$ cat config.mk
export PLATFORM = sky130hd
export DESIGN_NAME = rms_queue
export DESIGN_NICKNAME = d
export VERILOG_FILES = /design/src/rtl/rms_pkg.sv /design/src/rtl/rms_queue.sv
export SDC_FILE = /design/constraint.sdc
export NUM_CORES = 1
export LEC_CHECK = 0
export BUFFER_PORTS_ARGS = -buffer_cell sky130_fd_sc_hd__buf_2
export CAP_MARGIN = 25
export CORE_MARGIN = 1
export CORE_UTILIZATION = 40
export DETAILED_ROUTE_END_ITERATION = 8
export GPL_TIMING_DRIVEN = 0
export PLACE_DENSITY = 0.67
export SYNTH_ARGS = -nofsm -noshare
export SYNTH_HDL_FRONTEND = slang
export SYNTH_SLANG_ARGS = --single-unit
$ cat constraint.sdc
create_clock -name clk -period 2.1 [get_ports clk]
set_input_delay 0.21 -clock clk [delete_from_list [all_inputs] [get_ports clk]]
set_output_delay 0.21 -clock clk [all_outputs]
set_load 0.02 [all_outputs]
$ cat src/rtl/rms_pkg.sv
// Shared types and constants of the run merge sorter.
package rms_pkg;

    localparam int VALUE_W     = 32;
    localparam int QUEUE_DEPTH = 4;

    // One classified item as it travels from the front to the back part
    typedef struct packed {
        logic signed [VALUE_W-1:0] value;
        logic                      last;
        logic                      keep;
    } rms_cmd_t;

    // Sequencer states of the back part
    typedef enum logic [4:0] {
        ST_LOAD,
        ST_RUN_INIT,
        ST_INS_KEY_RD,
        ST_INS_KEY,
        ST_INS_CMP_RD,
        ST_INS_CMP,
        ST_MRG_PASS,
        ST_MRG_PAIR,
        ST_MRG_RD_A,
        ST_MRG_LD_A,
        ST_MRG_LD_B,
        ST_MRG_CMP,
        ST_MRG_FILL_A,
        ST_MRG_FILL_B,
        ST_CPY_RD,
        ST_CPY_WR,
        ST_EMIT_RD,
        ST_EMIT
    } rms_state_t;

endpackage

$ cat src/rtl/rms_queue.sv
// Short queue of classified items between the front and the back part.
module rms_queue
    import rms_pkg::*;
(
    input  logic     clk,
    input  logic     rst_n,
    input  logic     push_valid,
    input  rms_cmd_t push_cmd,
    output logic     full,
    input  logic     pop,
    output rms_cmd_t cmd,
    output logic     cmd_valid
);

    localparam int PTR_W = $clog2(QUEUE_DEPTH);
    localparam int CNT_W = $clog2(QUEUE_DEPTH + 1);

    rms_cmd_t         entry_reg [QUEUE_DEPTH];
    logic [PTR_W-1:0] wr_ptr_reg;
    logic [PTR_W-1:0] rd_ptr_reg;
    logic [CNT_W-1:0] count_reg;
    logic [CNT_W-1:0] count_next;
    logic             do_push;
    logic             do_pop;

    assign full      = count_reg == CNT_W'(QUEUE_DEPTH);
    assign cmd_valid = count_reg != '0;
    assign cmd       = entry_reg[rd_ptr_reg];
    assign do_push   = push_valid && !full;
    assign do_pop    = pop && cmd_valid;

    always_comb
    begin
        count_next = count_reg;
        if (do_push && !do_pop)
        begin
            count_next = count_reg + CNT_W'(1);
        end
        else if (do_pop && !do_push)
        begin
            count_next = count_reg - CNT_W'(1);
        end
    end

    // Advance pointers and occupancy
    always_ff @(posedge clk or negedge rst_n)
    begin
        if (!rst_n)
        begin
            wr_ptr_reg <= '0;
            rd_ptr_reg <= '0;
            count_reg  <= '0;
        end
        else
        begin
            if (do_push)
            begin
                wr_ptr_reg <= wr_ptr_reg + PTR_W'(1);
            end
            if (do_pop)
            begin
                rd_ptr_reg <= rd_ptr_reg + PTR_W'(1);
            end
            count_reg <= count_next;
        end
    end

    // Store the pushed item
    always_ff @(posedge clk)
    begin
        if (do_push)
        begin
            entry_reg[wr_ptr_reg] <= push_cmd;
        end
    end

endmodule

# Word level (Yosys, flattened, before mapping)
# Memory sizes are Yosys's and may differ from the RTL's.
# Index checks and enable logic that the tools add are counted.
[totals]
regBits = 7
ram_bits = 136
inputBits = 38
output_inout_bits = 36
elab_cells = 22
memories = 1
[mem_list]
columns = ["memory", "depth", "width", "read_ports", "rd_clocked_by_memory_dff", "wr", "line", "source"]
rows = [
  ["entry_reg", 4, 34, 1, 0, 1, "rms_queue.sv:18", "rms_cmd_t entry_reg [QUEUE_DEPTH];"],
]
[classes]
addsub = 4
n_eq_ne = 1
muxes = 4
n_reduce_logical = 9
[op_table]
columns = ["operator", "count"]
rows = [
  ["3-bit 2-to-1 mux", 2],
  ["2-bit by 1-bit adder with 2-bit output (second input constant)", 2],
  ["1-bit logical AND", 4],
  ["3-bit by 1-bit adder with 3-bit output (second input constant)", 1],
  ["3-bit == test (second input constant)", 1],
  ["1-bit logical NOT", 3],
  ["3-bit nonzero test", 1],
  ["3-bit by 1-bit subtractor with 3-bit output (second input constant)", 1],
  ["1-bit 2-to-1 mux", 2],
  ["2-bit nonzero test", 1],
]

# Depth between registers and ports, before layout
[logic_depth]
word_depth = 7
depth_mapped = 9
depth_no_buf = 8

# Least setup slack after synthesis
# Ideal clock, no wire load.
[synth_timing]
path_type = "reg2reg"
start = "reg count_reg[1]"
end = "reg count_reg[2]"
setup_time_ns = 0.079
arrival_time_ns = 2.037
path_slack_ns = -0.016
path_stages_with_launch = 9
synth_period_minus_slack_ns = 2.116
cell_sequence = "dfrtp_1 > or3_1 > nand2_1 > ha_1 > inv_1 > fa_1 > xor2_1 > nor2_1 > xor2_1"
[synth_between]
elab_cells_between_ends = 14
cone_classes = "2 x add/sub; 1 x eq/ne; 2 x mux; 9 x reduce/logical"
[synth_rtl]
columns = ["element", "line", "source"]
rows = [
  ["from (decl)", "rms_queue.sv:21", "logic [CNT_W-1:0] count_reg;"],
  ["from (signal assigned)", "rms_queue.sv:64", "count_reg <= count_next;"],
  ["3-bit nonzero test *", "rms_queue.sv:27", "assign cmd_valid = count_reg != '0;"],
  ["named net cmd_valid", "rms_queue.sv:12", "output logic cmd_valid"],
  ["1-bit logical AND *", "rms_queue.sv:30", "assign do_pop = pop && cmd_valid;"],
  ["1-bit logical NOT", "rms_queue.sv:35", "if (do_push && !do_pop)"],
  ["1-bit logical AND", "rms_queue.sv:35", ""],
  ["3-bit 2-to-1 mux / 2-bit nonzero test (equally long branches)", "--", ""],
]
# The timed path passes the listed nets; every way through them passes the cells marked *. The select of a mux whose other input is x is not followed.
# A chain may end at the register's enable or synchronous reset.

==> out/metrics.csv <==
stage,metric,value,unit
layout,fill_cells,1064,
yosys,synth_seq_cells,143,
worst_setup_path,cp.depth,4,
clock_tree,cts-htree-levels,4,
global_route,grt_pass1_wl,14.2,mm
place,io_buffer_count,73,
place,dp_slack,0.0279,ns
drt,vias,2556,
power_and_ir_drop,p_int,7.12,mW
timing,hold_viol_final,0,
yosys,syn_avg_cell_area,25.3,um2
worst_setup_path,crit_slowest_cell,mux4_1,
yosys,yosys.area.top_type,edfxtp_1,
drt,remaining_drc_errors,0,
yosys,syn_nets,257,
timing,setup-violations-final,0,
flow_run,drv_cap,0,
timing,tightest_slew,0.504,ns
drt,ant_nets,0,
global_route,grt_pass1_vias,2703,
worst_setup_path,worst_ep_arrival_time,1.85,ns
global_route,grt_use_total,14.4,%
drt,wl_met3,386,um
place,hpwl,5.53,mm
timing,timing.fmax,486,MHz
drt,vias_per_cell,4.76,
layout,area_growth,30.8,%
drt,wire_per_inst,17.3,um
layout,n_antenna_cell,0,
worst_setup_path,path_delay_family,multiplexers,
drt,routed.top_layer,met4,
layout,layout_commonest_cell,edfxtp_1,
global_route,grt_max_degree,24,
place,place_inst,466,
worst_setup_path,path_class,reg2out,
yosys,netlist_instances,213,
clock_tree,numCtsBuffers,17,
timing,timing.final.crit_share,98.0,%
clock_tree,cts_buffer_depth,2,
worst_setup_path,crit_path_end_kind,output pin,
power_and_ir_drop,switching_power,3.06,mW
die,initial_utilization,40.8,%
worst_setup_path,worstPathCellList,clkbuf_16 -> buf_4 -> mux4_1 -> buf_2,
drt,drtIter0Drc,139,
yosys,synth_warnings,0,
power_and_ir_drop,p_comb_share,34.5,%
worst_setup_path,cp.buffers_inverters,3,
timing,max_slew_margin,66.4,%
worst_setup_path,cp_max_fo,4,
worst_setup_path,critPathLaunchType,flip-flop,
timing,layout_setup_ws,0.0430,ns
clock_tree,insertion_delay,0.42,ns
global_route,overflow,0,
worst_setup_path,reg2regPathDepth,8,
clock_tree,cts_tree,yes,
layout,largest_register_ffs,136,
place,gp_congestion,0.632,
yosys,ys_types,21,
worst_setup_path,required,1.89,ns
worst_setup_path,max_stage_delay,0.56,ns
drt,drt-met1-wl,4.01,mm
power_and_ir_drop,p_sw_share,30.1,%
timing,skew,0.0102,ns
layout,drive_gt1_share,46.5,%
drt,wirelength,9.30,mm
drt,dr_wl_met2,4.78,mm
hold_path,hold_class,in2reg,
yosys,synth.top_cell.area_share,75.8,%
power_and_ir_drop,max-vdd-ir-drop,0.599,mV
global_route,antenna_found_initial,0,
die,die_area,13900,um2
timing,rsz0062_at_grt,yes,
layout,final_nets,392,
hold_path,min_path_cells,1,
clock_tree,clk_pin_slew,0.06,ns
yosys,yosysSeqAreaShare,79.1,%
power_and_ir_drop,seq_power_share,38.7,%
die,core-area,13200,um2
power_and_ir_drop,pwr-share-clk,26.8,%
clock_tree,root_buffer,clkbuf_16,
die,die_w,118,um
timing,drv_slew,0,
yosys,synth_area,5390,um2
drt,first_pass_iters,4,
power_and_ir_drop,powerDensity,1450,nW/um2
timing,period_needed,2.06,ns
clock_tree,numClockSinks,143,
power_and_ir_drop,total_power,10.2,mW
die,io_pins,74,
power_and_ir_drop,power_leakage,2.52,nW
die,dieHeight,118,um
run_status,status,"finished, final reports clean",
die,rows,42,
layout,final_cells,537,
layout,layout_common_cells,"136 x edfxtp_1, 73 x buf_2, 28 x mux4_2, 28 x dlygate4sd3_1, 20 x clkbuf_16",
yosys,synth_area_leaders,"edfxtp_1 76%, mux4_2 12%, dfrtp_1 3.3%",
[what timing repair did]
item | in CTS | in global routing
cloned | 0 | 2
endpoints found under the hold margin | 107 | 0
buffers inserted | 2 | 7
resized for setup | 3 | 8
pin swaps | 0 | 0
setup endpoints to repair | 4 | 5
hold buffers | 28 | 0
[stage by stage]
stage               TNS (ns)  hold WS, ns  utilization [%]  cell area, um2
CTS                        0     0.000108             52.5            6920
global placement      -86.72       0.0499             45.3            5980
global route        -0.00460      0.00453             53.4            7040
detailed placement         0       0.0637             45.9            6060
floorplan                  0      -0.0856                -            5390
finish                     0       0.0181             53.4            7040
[area by class of cell]
type                            count  area, um2  share of cell area [%]
Buffer                              9        114                    1.62
Clock buffer                       23        499                    7.09
Clock inverter                      9       58.8                   0.835
Inverter                            3       11.3                   0.160
Multi-Input combinational cell     58       1030                    14.6
Sequential cell                   143       4260                    60.5
Tap cell                          176        220                    3.13
Timing Repair Buffer              116        850                    12.1
[kinds of logic after synthesis]
kind of cell,Yosys count,synth area share [%]
multiplexers,36,15.1
flip-flops,143,79.1
adder cells (fa/ha/maj),6,1.53
buffers and inverters,12,2.11
AND/OR/NAND/NOR,10,1.16
XOR/XNOR,6,0.976
[power by group through the flow]
stage          Clock [mW]  Combinational [mW]  Sequential (mW)
3_3_place_gp            0                3.13             4.00
4_1_cts              2.79                3.36             3.95
2_1_floorplan           0                2.26             3.96
6_report             2.73                3.51             3.95
5_1_grt              2.89                3.78             3.99
3_5_place_dp            0                3.27             4.00
[layer usage]
metal  GRT usage, %  vias to the layer above
met3           4.94                       15
li1               -                     1169
met5              0                        -
met4           6.25                        0
met1           16.7                     1305
met2           24.2                       67
[cell usage after synthesis (all sizes together)]
cell type / n
edfxtp: 136
mux4: 34
buf: 9
dfrtp: 7
ha: 5
and2: 4
xnor2: 4
inv: 3
mux2: 2
xor2: 2
fa: 1
nand2: 1
nand3: 1
nor2: 1
nor2b: 1
nor3b: 1
or3: 1
[worst paths after layout]
kind | start | endpoint | slack (ns)
max | rd_ptr_reg[0]$_DFFE_PN0P_ | cmd[20] | 0.04
min | push_cmd[10] | entry_reg[0][10]$_DFFE_PP_ | 0.02
max reg2reg | count_reg[1]$_DFFE_PN0P_ | count_reg[2]$_DFFE_PN0P_ | 0.08
min reg2reg | count_reg[2]$_DFFE_PN0P_ | count_reg[2]$_DFFE_PN0P_ | 0.49
max in group asynchronous | rst_n | count_reg[1]$_DFFE_PN0P_ | 1.78
min in group asynchronous | rst_n | count_reg[2]$_DFFE_PN0P_ | 0.15
Note: power is estimated with default switching activity, not from simulation.
