$ cat config.mk
export PLATFORM = sky130hd
export DESIGN_NAME = rms_front
export DESIGN_NICKNAME = d
export VERILOG_FILES = /design/src/rtl/rms_pkg.sv /design/src/rtl/rms_front.sv
export SDC_FILE = /design/constraint.sdc
export NUM_CORES = 1
export LEC_CHECK = 0
export ABC_AREA = 1
export BUFFER_PORTS_ARGS = -buffer_cell sky130_fd_sc_hd__buf_2
export CAP_MARGIN = 20
export CORE_MARGIN = 2
export CORE_UTILIZATION = 34
export DETAILED_ROUTE_END_ITERATION = 8
export PLACE_DENSITY_LB_ADDON = 0.2
export SYNTH_ARGS = -nofsm -noshare
export SYNTH_HDL_FRONTEND = slang
export SYNTH_SLANG_ARGS = --single-unit
$ cat constraint.sdc
create_clock -name clk -period 1.5 [get_ports clk]
set_input_delay 0.15 -clock clk [delete_from_list [all_inputs] [get_ports clk]]
set_output_delay 0.15 -clock clk [all_outputs]
set_load 0.03 [all_outputs]
$ cat src/rtl/rms_pkg.sv
// Shared types and constants of the run merge sorter.
package rms_pkg;

    localparam int VALUE_W     = 32;
    localparam int QUEUE_DEPTH = 4;

    // One classified item as it travels from the front to the back part
    typedef struct packed {
        logic signed [VALUE_W-1:0] value;
        logic                      last;
        logic                      keep;
    } rms_cmd_t;

    // Sequencer states of the back part
    typedef enum logic [4:0] {
        ST_LOAD,
        ST_RUN_INIT,
        ST_INS_KEY_RD,
        ST_INS_KEY,
        ST_INS_CMP_RD,
        ST_INS_CMP,
        ST_MRG_PASS,
        ST_MRG_PAIR,
        ST_MRG_RD_A,
        ST_MRG_LD_A,
        ST_MRG_LD_B,
        ST_MRG_CMP,
        ST_MRG_FILL_A,
        ST_MRG_FILL_B,
        ST_CPY_RD,
        ST_CPY_WR,
        ST_EMIT_RD,
        ST_EMIT
    } rms_state_t;

endpackage

$ cat src/rtl/rms_front.sv
// Front part: accepts items, tracks the fill level and marks kept or dropped items.
module rms_front
    import rms_pkg::*;
#(
    parameter int MAX_ELEMENTS = 64
) (
    input  logic                      clk,
    input  logic                      rst_n,
    input  logic                      in_valid,
    output logic                      in_ready,
    input  logic signed [VALUE_W-1:0] value,
    input  logic                      final_item,
    input  logic                      q_full,
    output logic                      push_valid,
    output rms_cmd_t                  push_cmd
);

    localparam int CNT_W = $clog2(MAX_ELEMENTS + 1);

    logic [CNT_W-1:0] count_reg;
    logic [CNT_W-1:0] count_next;
    logic             accept;
    logic             keep;

    // Accept whenever the queue has room
    assign in_ready   = !q_full;
    assign accept     = in_valid && !q_full;
    assign keep       = count_reg < CNT_W'(MAX_ELEMENTS);
    assign push_valid = accept;

    always_comb
    begin
        push_cmd.value = value;
        push_cmd.last  = final_item;
        push_cmd.keep  = keep;
    end

    // Count stored items of the current set; restart after the last item
    always_comb
    begin
        count_next = count_reg;
        if (accept)
        begin
            if (final_item)
            begin
                count_next = '0;
            end
            else if (keep)
            begin
                count_next = count_reg + CNT_W'(1);
            end
        end
    end

    always_ff @(posedge clk or negedge rst_n)
    begin
        if (!rst_n)
        begin
            count_reg <= '0;
        end
        else
        begin
            count_reg <= count_next;
        end
    end

endmodule

# Word level (Yosys, flattened, before mapping)
# Index checks and enable logic that the tools add are counted.
[totals] regBits=7 in_bits=37 out_inout_bits=36 elab_cells=9
[classes] add_sub_neg=1 order_cmp=1 mux=2 reduce_logical=4
[ops] operator="two-way mux 7 bit" n=2
[ops] operator="adder 7 x 1 -> 7 bit, second input constant" n=1
[ops] operator="less-than comparator 7 bit, second input constant" n=1
[ops] operator="AND reduction 2 bit" n=1
[ops] operator="nonzero test 2 bit" n=1
[ops] operator="logical AND 1 bit" n=1
[ops] operator="zero test 1 bit" n=1

# Longest topological paths before layout
# Gate-level depths: netlist (run 1).
[depth] word_depth=3 ltp_mapped=6 ltp_nobuf=6

# Least setup slack after synthesis (run 1)
# No wires, ideal clock.
[synth_timing] path_kind="reg-to-reg" start="reg count_reg[0]" end="reg count_reg[4]" setup_time_ps=119 arrival_time_ps=999 required_time_ps=1381 slack_ps=382 stages_incl_launch_ff=7 path_buffers=0 period_less_slack_ps=1118 path_cell_list="dfrtp_1 > ha_1 > nand2_1 > nor2_2 > nand3_1 > nand2_1 > nor2_1"
[synth_between] elab_chain_len=3 word_cells_on_any_way=6 classes_between="add/sub: 1; order compare: 1; mux: 2; reduce/logical: 2"
[synth_rtl] element="from (decl)" line="rms_front.sv:20" rtl="logic [CNT_W-1:0] count_reg;"
[synth_rtl] element="from (signal assigned)" line="rms_front.sv:63" rtl="count_reg <= count_next;"
[synth_rtl] element="adder 7 x 1 -> 7 bit / less-than comparator 7 bit (equally long branches)" line="rms_front.sv:50, rms_front.sv:28"
[synth_rtl] element="two-way mux 7 bit / nonzero test 2 bit (equally long branches)"
[synth_rtl] element="two-way mux 7 bit / AND reduction 2 bit (equally long branches)"
# Several ways; a longest one is shown, not always the timed one. The select of a mux whose other input is x is not followed.
# A chain may end at the register's enable or synchronous reset.

# Worst setup path in the final report (run 1)
# Same ends and word-level chain as after synthesis.

==> results of run 1 <==
cell type report:
class | count | share of cell area (%)
Multi-Input combinational cell | 37 | 40.1
Sequential cell | 7 | 33.7
Timing Repair Buffer | 9 | 9.62
Tap cell | 27 | 6.49
Clock buffer | 4 | 5.05
Inverter | 7 | 5.05
synthesized netlist by cell type:
master	number	area, um^2
nor2_1	2	7.51
nand4_1	4	25.0
inv_2	1	3.75
a21oi_4	1	16.3
o21ai_2	3	26.3
inv_1	6	22.5
nand2_1	15	56.3
a21oi_1	1	5.00
nor2_2	2	12.5
ha_1	1	12.5
o21ai_0	2	10.0
a21boi_1	1	7.51
nand2_2	1	6.26
nand3_1	3	15.0
dfrtp_1	7	175
a21oi_2	1	8.76
buf_4	34	255
power groups by stage:
stage / combinational [mW] / sequential (mW) / clock (mW)
2_1_floorplan: 0.217 / 0.231 / 0
3_3_place_gp: 0.0799 / 0.236 / 0
3_5_place_dp: 0.0785 / 0.237 / 0
4_1_cts: 0.0806 / 0.233 / 0.191
5_1_grt: 0.0945 / 0.237 / 0.202
6_report: 0.0785 / 0.234 / 0.184
final timing paths:
path / from / end / slack [ns] / cells past startpoint
worst max-delay path: count_reg[0] / count_reg[4] / 0.26 / 6
worst min-delay path: q_full / count_reg[6] / 0.20 / 4
worst max register to register: count_reg[0] / count_reg[4] / 0.26 / 6
worst min register to register: count_reg[5] / count_reg[5] / 0.57 / 2
max in group asynchronous: rst_n / count_reg[4] / 1.08 / 2
min in group asynchronous: rst_n / count_reg[5] / 0.25 / 2
per-layer routing:
layer	global-route usage, %	part of all wire, %	vias up
li1	-	-	195
met1	14.7	42	188
met3	4.44	8.6	6
met2	16.1	47	11
met5	0	0	-
met4	9.19	2.3	0
metrics by stage:
stage	setup WS (ns)	hold WS, ns
finish	0.258	0.200
global route	0.131	0.234
CTS	0.266	0.199
detailed placement	0.272	0.00269
global placement	0.320	0.00348
floorplan	0.382	-0.146
logic make-up (layout without fill, tap and decap cells):
family	count (synthesis)	in the layout	share of synthesized area [%]
adder cells (fa/ha/maj)	1	1	1.88
AND/OR/NAND/NOR	27	27	18.4
buffers and inverters	41	20	42.3
flip-flops	7	7	26.3
AO/OA/AOI/OAI	9	9	11.1
placed cells by master, fill, tap and decap left out, types with 2 or more instances in the layout:
master    instances
nand3_1           3
nor2_2            2
o21ai_0           2
nand2_1          15
nand4_1           4
nor2_1            2
o21ai_2           3
buf_2             8
inv_1             6
clkbuf_4          3
dfrtp_1           7
repair_timing:
action                     CTS  global route
hold endpoints to repair     7             0
hold buffers                 1             0
setup endpoints to repair    0             0
worst max-delay path: stages, from the launching register on:
cell and delay, ns:
dfrtp_1 0.46, ha_1 0.23, nand2_1 0.10, nor2_2 0.14, nand3_1 0.09, nand2_1 0.07, nor2_1 0.04
==> out/metrics.csv, run 1 <==
metric,value,unit
clock latency on the worst-skew pair,0.26,ns
post-DR wirelength/cell,11.2,um
worst hold path class,in2reg,
critical path data arrival time,1.39,ns
detailed router's first-iteration violation count,4,
Final Max Tran Viols,0,
register area,175,um^2
# IOs,73,
final non-filler cell total,91,
CTS-repair resized insts,0,
Max-cap violations,0,
placed insts,86,
vias in the first global route,403,
Filler cells,216,
starting density of the core,35.0,%
Synth Register Bits,7,
post-route setup TNS,0,ns
GPL Wtd Cong,0.753,
CTS tree,built,
max reg flops,7,
count of different cell masters after synthesis,17,
DRC errors left,0,
GRT overflow,0,
post-DP HPWL,759,um
pwr dens,955,mW/mm^2
Clk pwr share,37.1,%
Max Clk Rate,805,MHz
"Seq/Total Area, Yosys",26.3,%
Final Setup Violations,0,
area of the multi-input gates,209,um^2
total CTS buffers,3,
DR pass1 iterations,4,
startpoint type of the worst setup path,flop,
Core Region,0.00190,mm^2
Setup crit end kind,flop,
first-pass GRT wire length,1810,um
vias post-DR,400,
ant diodes,0,
clk slew on worst S/H paths,0.06,ns
Final Cell Area,520,um^2
Chip Height,48.2,um
Layout Nets,103,
WL final,1020,um
min cycle time layout,1.24,ns
syn nets,123,
internal power,0.340,mW
Combinational Power Share,15.8,%
crit path max fanout,7,
clock sink count,7,
vias per cell,4.40,
Slew @ Worst Pin,0.265,ns
largest net degree at the start of global routing,8,
PortBufs,8,
sw frac,31.6,%
sw power,0.157,mW
Design Power,0.497,mW
antenna violations before repair,0,
row count,16,
H-tree levels,1,
worst-case clock skew,0.00671,ns
RSZ-0062 raised after global routing,false,
WP data required,1.65,ns
CP Class,reg2reg,
CTS max path bufs,2,
share of layout cells above drive strength 1,31.3,%
syn avg cell area,7.83,um^2
Die Wd,48.2,um
Placed Area,484,um^2
static leakage,0.241,nW
fin crit share,82.8,%
synthesis-to-finish area growth,-21.8,%
Die ar.,0.00233,mm^2
utilization after layout,27.4,%
Sequential Power Share,47.1,%
yosys warns,0,
All-Layer GR Usage,11.8,%
maximum VDD drop,0.000345,V
relative slew slack,82.3,%
Mapped Area,666,um^2
Final Hold Vio Count,0,
Post-Syn Instances,85,
status,"complete, no violations",
Root Buffer,clkbuf_4,
Detail Route Antenna Nets,0,
Post-CTS Setup Inserts,0,
(Power assumes the default switching activity.)
==> inputs of run 2 (changes only) <==
CORE_UTILIZATION = 30   (was 34)
clock period = 1.1 ns   (was 1.5 ns; I/O delays follow)
==> run 2 against run 1 <==
  * Critical path depth down 1
  * Die area up 12%
  * Register-to-register slack worse by 0.20 ns
  * Worst setup slack worse by 0.20 ns
  * Cell area up 7.9%
  * Global-route usage down 2.9 points
  * First-iteration DRC count rose to 3.3 times the previous value
  * Flip-flop and latch count unchanged
  * Core utilization down 1.2 points
  * Clock power up 30%
  * Worst hold slack worse by 0.025 ns
  * Critical path type unchanged
  * Critical endpoint is now count_reg[2]
==> out/metrics.csv, run 2 (synthesis gave the netlist of run 1 again) <==
metric,value,unit,change
status,"complete, no violations",,unchanged
first-pass GRT wire length,1640,um,was 1810 um
static leakage,0.270,nW,was 0.241 nW
ant diodes,0,,unchanged
worst-case clock skew,0.00413,ns,was 0.00671 ns
hold-critical path depth,4,,unchanged
max reg flops,7,,unchanged
placed insts,89,,was 86
synthesis-to-finish area growth,-15.6,%,was -21.8%
Sequential Power Share,43.4,%,was 47.1%
Max Clk Rate,958,MHz,was 805 MHz
Slew @ Worst Pin,0.273,ns,was 0.265 ns
critical path data arrival time,1.18,ns,was 1.39 ns
pre-CTS setup slack,0.0169,ns,was 0.272 ns
Core Region,0.00215,mm^2,was 0.00190 mm^2
final setup margin,0.0565,ns,was 0.258 ns
CTS tree,built,,unchanged
post-route setup TNS,0,ns,unchanged
H-tree levels,1,,unchanged
worst hold path class,in2reg,,unchanged
row count,17,,was 16
DR pass1 iterations,4,,unchanged
Layout Nets,106,,was 103
crit path max fanout,2,,was 7
RSZ-0062 raised after global routing,true,,was false
pwr dens,1250,mW/mm^2,was 955 mW/mm^2
maximum VDD drop,0.000397,V,was 0.000345 V
clk slew on worst S/H paths,0.06,ns,about the same
Filler cells,242,,was 216
Final Setup Violations,0,,unchanged
"CP delay by family, top",flip-flops,,unchanged
internal power,0.487,mW,was 0.340 mW
"slowest stage cell, crit path",dfrtp_1,,unchanged
antenna violations before repair,0,,unchanged
Clk pwr share,34.1,%,was 37.1%
Design Power,0.703,mW,was 0.497 mW
Combinational Power Share,22.5,%,was 15.8%
area of the multi-input gates,224,um^2,was 209 um^2
WP data required,1.24,ns,was 1.65 ns
share of layout cells above drive strength 1,38.8,%,was 31.3%
Bufs and invs on worst path,1,,was 0
CTS max path bufs,2,,unchanged
Max-cap violations,0,,unchanged
relative slew slack,81.8,%,was 82.3%
FF-to-FF path depth,5,,was 6
Die Wd,51.1,um,was 48.2 um
min cycle time layout,1.04,ns,was 1.24 ns
final hold slack,0.176,ns,was 0.200 ns
sw frac,30.7,%,was 31.6%
clock latency on the worst-skew pair,0.25,ns,was 0.26 ns
final non-filler cell total,95,,was 91
most frequent cells in the layout,"nand2_1 (14), dfrtp_1 (7), buf_2 (7)",,"was nand2_1 (15), buf_2 (8), dfrtp_1 (7)"
vias per cell,4.35,,was 4.40
clock sink count,7,,unchanged
WL final,1120,um,was 1020 um
fin crit share,94.9,%,was 82.8%
post-DP HPWL,888,um,was 759 um
Crit path depth,5,,was 6
vias post-DR,413,,was 400
Chip Height,51.1,um,was 48.2 um
largest net degree at the start of global routing,8,,unchanged
startpoint type of the worst setup path,flop,,unchanged
register area,175,um^2,unchanged
crit-path cells,ha_2 -> nand2_4 -> buf_4 -> o21ai_2 -> a21oi_2,,was ha_1 -> nand2_1 -> nor2_2 -> nand3_1 -> nand2_1 -> nor2_1
GPL Wtd Cong,0.788,,was 0.753
detailed router's first-iteration violation count,13,,was 4
starting density of the core,31.0,%,was 35.0%
CP Class,reg2reg,,unchanged
Final Max Tran Viols,0,,unchanged
total CTS buffers,3,,unchanged
All-Layer GR Usage,8.87,%,was 11.8%
crit-path max cell delay,0.35,ns,was 0.46 ns
"most common cell after layout, fill and taps aside",nand2_1,,unchanged
Root Buffer,clkbuf_4,,unchanged
DRC errors left,0,,unchanged
# IOs,73,,unchanged
vias in the first global route,340,,was 403
Die ar.,0.00261,mm^2,was 0.00233 mm^2
Final Hold Vio Count,0,,unchanged
PortBufs,8,,unchanged
GRT overflow,0,,unchanged
Detail Route Antenna Nets,0,,unchanged
post-DR wirelength/cell,11.8,um,was 11.2 um
Setup crit end kind,flop,,unchanged
sw power,0.216,mW,was 0.157 mW
run 2: cell types whose count changed in the layout (fill, tap and decap cells not counted):
| cell | before | now |
|---|---|---|
| buf_4 | 0 | 4 |
| buf_2 | 8 | 7 |
| ha_1 | 1 | 0 |
| ha_2 | 0 | 1 |
| inv_1 | 6 | 5 |
| inv_2 | 1 | 2 |
| nand2_1 | 15 | 14 |
| nand2_4 | 0 | 1 |
| nor2_2 | 2 | 1 |
| nor2_4 | 0 | 1 |
run 2: final timing paths:
check	slack (ns)	to	startpoint
min	0.18	count_reg[6]	q_full
max reg2reg	0.06	count_reg[2]	count_reg[1]
min reg2reg	0.55	count_reg[5]	count_reg[5]
min in group asynchronous	0.21	count_reg[4]	rst_n
max in group asynchronous	0.73	count_reg[2]	rst_n
max	0.06	count_reg[2]	count_reg[1]
run 2: worst register-to-register path, cell delays in order (launching register included):
cell	delay (ns)
dfrtp_1	0.35
ha_2	0.22
nand2_4	0.06
buf_4	0.14
o21ai_2	0.12
a21oi_2	0.04
run 2: per-layer routing:
| layer | track usage, % | wire length, um |
|---|---|---|
| met4 | 4.50 | 22 |
| met5 | 0 | 0 |
| met2 | 12.1 | 497 |
| met3 | 7.60 | 153 |
| met1 | 9.35 | 448 |
run 2: metrics by stage:
| stage | util (%) | area [um^2] |
|---|---|---|
| after floorplan | - | 666 |
| after global placement | 23.3 | 500 |
| after detailed placement | 23.3 | 500 |
| after CTS | 25.1 | 539 |
| after global routing | 26.2 | 562 |
| final | 26.2 | 562 |
run 2: area by class of cell:
type / instances / area share (%)
Timing Repair Buffer: 12 / 13.4
Inverter: 7 / 4.68
Tap cell: 28 / 6.24
Clock buffer: 4 / 4.68
Sequential cell: 7 / 31.2
Multi-Input combinational cell: 37 / 39.9
run 2: repair_timing:
item                                   in CTS  in global routing
buffers inserted                            0                  1
endpoints found under the hold margin       7                  0
gates resized for setup                     1                  5
setup endpoints to repair                   1                  3
pin swaps                                   0                  4
hold buffers                                1                  0
run 2: power groups by stage:
stage / sequential (mW) / combinational [mW] / clock [mW]
6_report: 0.305 / 0.158 / 0.240
5_1_grt: 0.307 / 0.181 / 0.280
4_1_cts: 0.301 / 0.153 / 0.254
3_5_place_dp: 0.306 / 0.150 / 0
3_3_place_gp: 0.305 / 0.152 / 0
2_1_floorplan: 0.315 / 0.296 / 0
